$ cat src/hw/rtl/ofx_pkg.sv
// ----------------------------------------------------------------------------
// Orbit frame transform package
// Shared constants and a latency helper for the orbital frame transform.
// ----------------------------------------------------------------------------
package ofx_pkg;

  localparam int COORD_WIDTH    = 32;
  localparam int UNIT_FRAC_BITS = 30;

  // Mantissa width after normalization; the squared sum fits 64 bits.
  localparam int MANT_BITS   = 31;
  localparam int SUM_BITS    = 2 * MANT_BITS + 2;
  localparam int ROOT_BITS   = SUM_BITS / 2;
  localparam int SQRT_STAGES = SUM_BITS / 2;

  // Absolute value, bit length, shift, square, sum.
  localparam int NORM_STAGES = 5;

  localparam int QUEUE_DEPTH = 4;

  // Cycles from the first unit-vector stage to the registered unit vector.
  function automatic int unit_latency(input int frac_bits);
    return NORM_STAGES + SQRT_STAGES + frac_bits + 1 + 1;
  endfunction

endpackage

$ cat src/hw/rtl/ofx_queue.sv
// ----------------------------------------------------------------------------
// Orbit frame transform queue
// Small FIFO that decouples the front stages from the back pipeline.
// ----------------------------------------------------------------------------
module ofx_queue #(
  parameter int WIDTH = 8,
  parameter int DEPTH = ofx_pkg::QUEUE_DEPTH
) (
  input  logic                       clk,
  input  logic                       rst_n,
  input  logic                       push,
  input  logic [WIDTH-1:0]           push_data,
  input  logic                       pop,
  output logic [WIDTH-1:0]           pop_data,
  output logic                       not_empty,
  output logic [$clog2(DEPTH+1)-1:0] count
);

  localparam int PW = $clog2(DEPTH);
  localparam int CW = $clog2(DEPTH+1);

  logic [WIDTH-1:0] mem_r [DEPTH];
  logic [PW-1:0]    wptr_r, rptr_r;
  logic [CW-1:0]    count_r;
  logic             do_pop;

  assign do_pop    = pop && (count_r != '0);
  assign not_empty = (count_r != '0);
  assign count     = count_r;
  assign pop_data  = mem_r[rptr_r];

  always_ff @(posedge clk) begin
    if (!rst_n) begin
      wptr_r  <= '0;
      rptr_r  <= '0;
      count_r <= '0;
    end else begin
      if (push) begin
        wptr_r <= (wptr_r == PW'(DEPTH-1)) ? '0 : wptr_r + PW'(1);
      end
      if (do_pop) begin
        rptr_r <= (rptr_r == PW'(DEPTH-1)) ? '0 : rptr_r + PW'(1);
      end
      if (push && !do_pop) begin
        count_r <= count_r + CW'(1);
      end else if (!push && do_pop) begin
        count_r <= count_r - CW'(1);
      end
    end
  end

  always_ff @(posedge clk) begin
    if (push) begin
      mem_r[wptr_r] <= push_data;
    end
  end

endmodule

$ cat config.mk
export PLATFORM = sky130hd
export DESIGN_NAME = ofx_queue
export DESIGN_NICKNAME = d
export VERILOG_FILES = /design/src/hw/rtl/ofx_pkg.sv /design/src/hw/rtl/ofx_queue.sv
export SDC_FILE = /design/constraint.sdc
export NUM_CORES = 1
export LEC_CHECK = 0
export ABC_AREA = 1
export BUFFER_PORTS_ARGS = -buffer_cell sky130_fd_sc_hd__buf_2
export CAP_MARGIN = 20
export CELL_PAD_IN_SITES_DETAIL_PLACEMENT = 0
export CELL_PAD_IN_SITES_GLOBAL_PLACEMENT = 2
export CORE_MARGIN = 10
export CORE_UTILIZATION = 40
export DETAILED_ROUTE_END_ITERATION = 10
export HOLD_SLACK_MARGIN = 0.06
export PLACE_DENSITY_LB_ADDON = 0.1
export RECOVER_POWER = 50
export SLEW_MARGIN = 30
export SYNTH_ARGS = -nofsm -noshare
export SYNTH_HDL_FRONTEND = slang
export SYNTH_SLANG_ARGS = --single-unit
$ cat constraint.sdc
create_clock -name clk -period 3.6 [get_ports clk]
set_clock_uncertainty 0.15 [all_clocks]
set_input_delay 0 -clock clk [delete_from_list [all_inputs] [get_ports clk]]
set_output_delay 0 -clock clk [all_outputs]
set_load 0.02 [all_outputs]
Yosys cells after proc, flatten, opt, wreduce, memory -nomap -nowiden
Memory sizes are Yosys's and may differ from the RTL's. A register that Yosys moved wholly into a read port is not among the register bits.
Index checks and enable logic that the tools add are counted.
Widths: inputs -> output; s select.
{"block": "totals", "ram_bits": 32, "n_memories": 1, "output_inout_bits": 12, "wordCells": 25, "ff_bits": 7}
{"memory": "mem_r", "words": 4, "width": 8, "read_ports": 1, "rd_clocked_by_memory_dff": 1, "wr": 1, "line": "ofx_queue.sv:22", "source": "logic [WIDTH-1:0] mem_r [DEPTH];"}
{"block": "classes", "mux": 8, "n_eq_ne": 2, "addsub": 4, "n_reduce_logical": 7}
{"operator": "$mux 2", "n": 4}
{"operator": "$mux 3", "n": 2}
{"operator": "$add 2x1->2 const B", "n": 2}
{"operator": "$eq 2x2->1 const B", "n": 2}
{"operator": "$add 3x1->3 const B", "n": 1}
{"operator": "$logic_and 1x1->1", "n": 3}
{"operator": "$reduce_bool 3->1", "n": 1}
{"operator": "$sub 3x1->3 const B", "n": 1}
{"operator": "$logic_not 1->1", "n": 2}
{"operator": "$mux 1", "n": 2}
{"operator": "$reduce_bool 2->1", "n": 1}

Logic depth before layout (Yosys ltp)
Gate-level depths: netlist of run 1.
{"block": "depth", "depth_word": 5, "ltp_mapped": 12, "ltp_nobuf": 12}

Worst setup path before layout of run 1
Ideal clock, no wire load.
{"block": "synth_path", "kind": "flip-flop to flip-flop", "from": "register count_r[0], in the netlist count[0]", "to": "register count_r[1], in the netlist count[1]", "slack_ns": 1.572, "arrival_time_ns": 1.762, "n_path_buf": 0, "period_less_slack_ns": 2.028, "required_ns": 3.334, "path_stages_with_launch": 9, "cell_sequence": "dfxtp_1 > nor2_1 > nand2_1 > nand2_1 > ha_1 > inv_1 > fa_1 > o21ai_0 > nor2_1"}
{"block": "synth_via", "elab_chain_len": 5}
{"element": "start, declared", "line": "ofx_queue.sv:24", "source": "logic [CW-1:0] count_r;"}
{"element": "start signal, assigned", "line": "ofx_queue.sv:45", "source": "count_r <= count_r + CW'(1);"}
{"element": "start signal, assigned", "line": "ofx_queue.sv:47", "source": "count_r <= count_r - CW'(1);"}
{"element": "$reduce_bool 3->1 *"}
{"element": "net not_empty", "line": "ofx_queue.sv:15", "source": "output logic not_empty,"}
{"element": "$logic_and 1x1->1 *", "line": "ofx_queue.sv:27", "source": "assign do_pop = pop && (count_r != '0);"}
{"element": "$logic_not 1->1", "line": "ofx_queue.sv:44", "source": "if (push && !do_pop) begin"}
{"element": "$logic_and 1x1->1", "line": "ofx_queue.sv:44"}
{"element": "$mux 3 or $reduce_bool 2->1 (tied branches)"}
Mark *: on every way through the listed nets, which the timed path passes. The rest lies on a longest branch. The select of a mux whose other input is x is not followed.
A chain may end at the register's enable or synchronous reset.

==> flow_summary.ini, run 1 <==
[outcome]
status = finished, final reports clean

[sta]
tightest_slew_ns = 0.6054
rsz0062_at_grt = no
fmax_ghz = 0.5231
final_max_slew_viol_count = 0
setup-tns-final_ns = 0
timing.max_slew.rel_slack = 0.5959
post-route-period-util = 0.5311
hold_viol = 0
setup_violations = 0
period_minus_slack_ns = 1.912

[cts]
cts-buffers-inserted = 5
cts_buffer_depth = 2
cts_root_buf = sky130_fd_sc_hd__clkbuf_8
clock-sinks = 41
cts_max_level = 2
clock_network_latency_to_the_later_pin_of_the_worst_skew_pair_ns = 0.28
post_cts_resize_count = 0
cts.repair_timing.setup_buffer_count = 0
cts_tree = built
clk_pin_slew_worst_paths_ns = 0.07

[place]
finalWeightedCongestion = 0.7439
dp_hpwl_mm = 2.127
io_buffers = 23

[synth]
synthesis_warnings = 0
post-synth-top-count-cell = sky130_fd_sc_hd__edfxtp_1
yosys_register_bits = 41
dominantRegCellSynth = sky130_fd_sc_hd__edfxtp_1
post_synth_inst_count = 139
count_of_flip_flops_with_a_built_in_enable_after_synthesis = 32
synth_top_area_cell = sky130_fd_sc_hd__edfxtp_1
synth.top_cells.by_area = sky130_fd_sc_hd__edfxtp_1, sky130_fd_sc_hd__dfxtp_1, sky130_fd_sc_hd__nor2_1, sky130_fd_sc_hd__ha_1, sky130_fd_sc_hd__o21ai_0
synth_fa_ha_area_frac = 0.05710
synth_xor_area_frac = 0.005259
library_cells_used_by_synthesis = 20
synth_compound_gate_area_share = 0.09767
synthTopCellsByCount = sky130_fd_sc_hd__edfxtp_1, sky130_fd_sc_hd__nor2_1, sky130_fd_sc_hd__inv_1
synth-async-reset-ratio = 0
yosysTopAreaCellShare = 0.5770
netlist_area_um2 = 1665
combinational_family_with_the_most_area_after_synthesis = simple AND/OR/NAND/NOR gates
syn-num-nets = 158
syn-mean-instance-area_um2 = 11.98
yosys-mux-area-fraction = 0
synth_simple_gate_area_share = 0.1052
synth_sequential_area_ratio = 0.6852

[worst_setup_path]
critPathBufInv = 2
critical_path.max_fanout = 17
cp_top_family = flip-flops
crit_chain = inv_2 -> o21ai_0 -> o22ai_1 -> buf_2
cpMaxStageDelayCell = sky130_fd_sc_hd__dfxtp_1
worst_ep_required_time_ns = 3.45
crit_arrival_ns = 1.76
setup.worst_path.class = reg2out
max_stage_delay_ns = 0.71
cp-start-kind = flop
worst_setup_path_end_kind = output pin

[detailed_routing]
drcViolationCount = 0
first_pass_iteration_count_of_the_detailed_router = 4
vias = 1096
remaining_antenna_violation_count_after_routing = 0
post_drt_wl_per_cell_um = 13.69
first_iter_violations = 46
vias_per_cell = 4.786
detail_route.wirelength_mm = 3.136

[global_routing]
global_route.usage.total = 0.09221
antenna_found_initial = 0
globalRoute.totalOverflow = 0
maximum_number_of_pins_on_one_net_before_global_route_repair = 18
grt_first_pass_wirelength_mm = 5.223
grt_pass1_vias = 1119

[floorplan]
fp.dieH_um = 84.53
row_count = 23
dieArea_um2 = 7144
die_width_um = 84.53
ioPinCount = 24
core_area_um2 = 4029
start_util = 0.4134

[pwr]
vdd.ir_drop.worst_mv = 0.3187
power.density_cell_area_nw_per_um2 = 679.8
static-leakage-power_nw = 0.7987

[layout]
utilization_of_the_core_after_routing = 0.5031
nNetsFinal = 197
drive_above_1_share = 0.1285
antenna_cells = 0
area.growth.synth_to_final_pct = 21.71

[worst_hold_path]
hp-class = in2reg

[flow_run]
timing.max_cap.violations = 0
[worst register-to-register path: cells and delay by family, from the launching register on]
family	cells	cell delay, ns
adder cells (fa/ha/maj)	2	0.56
AND/OR/NAND/NOR	7	0.67
flip-flops	1	0.35
buffers and inverters	2	0.10
[registers in the layout, summed over array words and instances (netlist names), named ones only]
signal / flops
mem_r: 32
count: 3
rptr_r: 2
wptr_r: 2
[metal layers]
metal | up-vias | GRT usage | share of wire
li1 | 556 | - | -
met1 | 515 | 0.09368 | 0.41
met2 | 21 | 0.1640 | 0.53
met3 | 4 | 0.03478 | 0.047
met4 | 0 | 0.04042 | 0.0086
met5 | - | 0 | 0
[through the flow]
step / power (W) / instances / area [um^2] / hold slack (ns) / setup slack [ns]
5_1_grt: 0.001488 / 229 / 2027 / 0.3701 / 1.439
3_3_place_gp: 0.001053 / 210 / 1821 / 0.05903 / 1.783
3_5_place_dp: 0.001061 / 210 / 1821 / 0.06454 / 1.716
4_1_cts: 0.001409 / 229 / 2042 / 0.3049 / 1.664
2_1_floorplan: 0.0009262 / 139 / 1665 / -0.05113 / 1.572
6_report: 0.001378 / 229 / 2027 / 0.3671 / 1.688
[path summary, 6_finish.rpt]
path | from | to | slack (ns) | cells after the start
max | flop | pop_data[4] | 1.69 | 4
min | push_data[2] | mem_r[1][2] | 0.37 | 2
min reg2reg | rptr_r[1] | rptr_r[1] | 0.38 | 2
max reg2reg | count[1] | count[2] | 1.70 | 11
[power breakdown]
part / total (W) / switching, W / internal, W / leakage, nW
Sequential: 0.000617 / 0.0000571 / 0.000560 / 0.369
Combinational: 0.000426 / 0.000280 / 0.000146 / 0.373
Clock: 0.000335 / 0.000137 / 0.000198 / 0.0566
Total: 0.00138 / 0.000474 / 0.000904 / 0.799
[repair_timing]
action                                 in CTS  in global routing
endpoints found under the hold margin      41                  0
hold buffers                               11                  0
setup endpoints to repair                   0                  0
[cells in the final DEF (no fill, tap or decap), types with 3 or more instances in the layout]
master                          Yosys  final
sky130_fd_sc_hd__a21oi_1            3      3
sky130_fd_sc_hd__buf_2              0     11
sky130_fd_sc_hd__clkbuf_1           0     13
sky130_fd_sc_hd__clkbuf_8           0      6
sky130_fd_sc_hd__dfxtp_1            9      9
sky130_fd_sc_hd__dlygate4sd3_1      0     11
sky130_fd_sc_hd__edfxtp_1          32     32
sky130_fd_sc_hd__ha_1               6      6
sky130_fd_sc_hd__inv_1             15     15
sky130_fd_sc_hd__nand2_1           13     13
sky130_fd_sc_hd__nor2_1            24     24
sky130_fd_sc_hd__o21ai_0           14     14
sky130_fd_sc_hd__o22ai_1            8      8
[cells by family (layout without fill, tap and decap cells)]
family	after synthesis	in the layout
and+or+nand+nor	43	43
buffers and inverters	18	58
DFF	41	41
adders and majority gates	7	7
AOI/OAI and AO/OA	29	29
xor gates and xnor gates	1	1
[final cells by class]
cell class	count	area, um^2
Tap cell	50	62.56
Sequential cell	41	1141
Fill cell	372	2002
Inverter	16	60.06
Timing Repair Buffer	34	210.2
Clock buffer	8	111.4
Multi-Input combinational cell	80	441.7
(Power assumes the default switching activity.)
==> run 2: changes to the inputs <==
CORE_UTILIZATION = 37   (was 40)
clock period = 1.8 ns   (was 3.6 ns; I/O delays follow)
==> flow_summary.ini, run 2 (synthesis gave the netlist of run 1 again) <==
[global_routing]
antenna_found_initial = 0
grt_first_pass_wirelength_mm = 5.554
grt_pass1_vias = 1181
globalRoute.totalOverflow = 0
global_route.usage.total = 0.09496
maximum_number_of_pins_on_one_net_before_global_route_repair = 17

[layout]
final_cell_mix = sky130_fd_sc_hd__edfxtp_1, sky130_fd_sc_hd__nor2_1, sky130_fd_sc_hd__inv_1
drive_above_1_share = 0.1902
max_flop_register = mem_r
layout.cells.non_filler = 236
nNetsFinal = 202
largest_register_ff_count = 32
antenna_cells = 0
mostFrequentLayoutCell = sky130_fd_sc_hd__edfxtp_1
area.growth.synth_to_final_pct = 24.19

[worst_setup_path]
worst_r2r_path_depth = 8
crit_chain = inv_1 -> nand2_2 -> nand2_2 -> ha_4 -> inv_1 -> fa_2 -> o21ai_0 -> nor2_1
critical_path.max_fanout = 3
setup.worst_path.class = reg2reg
reg2reg_slack_ns = 0.12
crit_arrival_ns = 1.71
critical_path.startpoint = count[2]
cpMaxStageDelayCell = sky130_fd_sc_hd__fa_2
r2r-end = count[1]
cp-start-kind = flop
max_stage_delay_ns = 0.43
cp_top_family = adder cells
critPathBufInv = 2
worst_setup_path_end_kind = flop
critical_path.reg2reg.startpoint = count[2]
worst_ep_required_time_ns = 1.83

[worst_hold_path]
hold_path_start = push_data[2]
hold_end = mem_r[0][2]
min_path_cells = 2
hp-class = in2reg

[pwr]
power.clock.fraction = 0.196
combinationalPowerShare = 0.367
netSwitchingPower_w = 0.0009948
seqPwrFrac = 0.437
switching_share = 0.3574
internal_pwr_total_w = 0.001788
static-leakage-power_nw = 0.8086
power.density_cell_area_nw_per_um2 = 1346
vdd.ir_drop.worst_mv = 0.6581

[floorplan]
row_count = 24
core_area_um2 = 4354
ioPinCount = 24
dieArea_um2 = 7585
die_width_um = 87.09
start_util = 0.3825
fp.dieH_um = 87.09

[place]
dpl.cell_count = 213
dp_hpwl_mm = 2.293
io_buffers = 23
finalWeightedCongestion = 0.7061
detailedPlace.worstSlack_ns = 0.01261

[detailed_routing]
drcViolationCount = 0
vias = 1110
first_pass_iteration_count_of_the_detailed_router = 4
detail_route.wirelength_mm = 3.212
remaining_antenna_violation_count_after_routing = 0
first_iter_violations = 129
post_drt_wl_per_cell_um = 13.61
vias_per_cell = 4.703

[sta]
final_max_slew_viol_count = 0
period_minus_slack_ns = 1.683
worst_slack_ns = 0.1173
hold_viol = 0
setup_violations = 0
fmax_ghz = 0.5943
post-route-period-util = 0.9349
timing.max_slew.rel_slack = 0.7465
tightest_slew_ns = 0.3798

[cts]
cts_max_level = 2
clk_pin_slew_worst_paths_ns = 0.07
cts_root_buf = sky130_fd_sc_hd__clkbuf_8
cts_tree = built
cts_buffer_depth = 2
cts-buffers-inserted = 5
clock-sinks = 41
clock_network_latency_to_the_later_pin_of_the_worst_skew_pair_ns = 0.28

[flow_run]
timing.max_cap.violations = 0

[outcome]
status = finished, final reports clean
## run 2: changes by cell type in the layout (fill, tap and decap cells not counted), moves of 2 or more
cell / before / now
sky130_fd_sc_hd__buf_4: 0 / 5
sky130_fd_sc_hd__dfxtp_1: 9 / 5
sky130_fd_sc_hd__dfxtp_2: 0 / 2
sky130_fd_sc_hd__dfxtp_4: 0 / 2
sky130_fd_sc_hd__nand2_1: 13 / 11
sky130_fd_sc_hd__nand2_2: 0 / 2
## run 2: timing repair
action                                  4_1_cts  5_1_grt
resized for setup                             0        2
endpoints found under the setup margin        0        4
hold buffers                                 11        0
buffers inserted                              0        4
hold endpoints to repair                     41        0
## run 2: layer usage
metal,track usage,part of all wire
met1,0.09219,0.37
met5,0,0
met4,0.04348,0.017
met2,0.1659,0.53
met3,0.04588,0.081
## run 2: how the worst max path moves through the flow
| stage | endpoint | slack (ns) | depth (start not counted) |
|---|---|---|---|
| after global routing | count[2] | -0.008 | 12 |
| after floorplan | count[1] | 0.002 | 8 |
| after CTS | count[2] | 0.008 | 12 |
| after global placement | count[2] | 0.06 | 12 |
| final | count[1] | 0.12 | 8 |
| after detailed placement | count[1] | 0.01 | 8 |
## run 2: power groups by stage
stage | Sequential [W] | Combinational, W | Clock, W
floorplan | 0.00127 | 0.000625 | 0
global placement | 0.00126 | 0.000915 | 0
detailed placement | 0.00126 | 0.000937 | 0
CTS | 0.00124 | 0.000957 | 0.000567
global route | 0.00123 | 0.00116 | 0.000629
finish | 0.00122 | 0.00102 | 0.000545
## run 2: final cells by class
class | instances | area (um^2)
clock buffers | 7 | 76.32
clock inverters | 1 | 3.754
fillers | 409 | 2286
inverters | 16 | 60.06
multi-input cells | 80 | 464.2
flip-flops and latches | 41 | 1151
well taps | 52 | 65.06
repair buffers | 39 | 247.7
## run 2: per-stage QoR
stage | util | hold slack (ns) | TNS, ns | area [um^2] | total power (W)
final | 0.4750 | 0.3529 | 0 | 2068 | 0.002783
after global routing | 0.4750 | 0.3612 | -0.01146 | 2068 | 0.003018
after CTS | 0.4690 | 0.3071 | 0 | 2042 | 0.002762
after detailed placement | 0.4253 | 0.06683 | 0 | 1852 | 0.002194
after global placement | 0.4253 | 0.06128 | 0 | 1852 | 0.002170
after floorplan | - | -0.05113 | 0 | 1687 | 0.001894
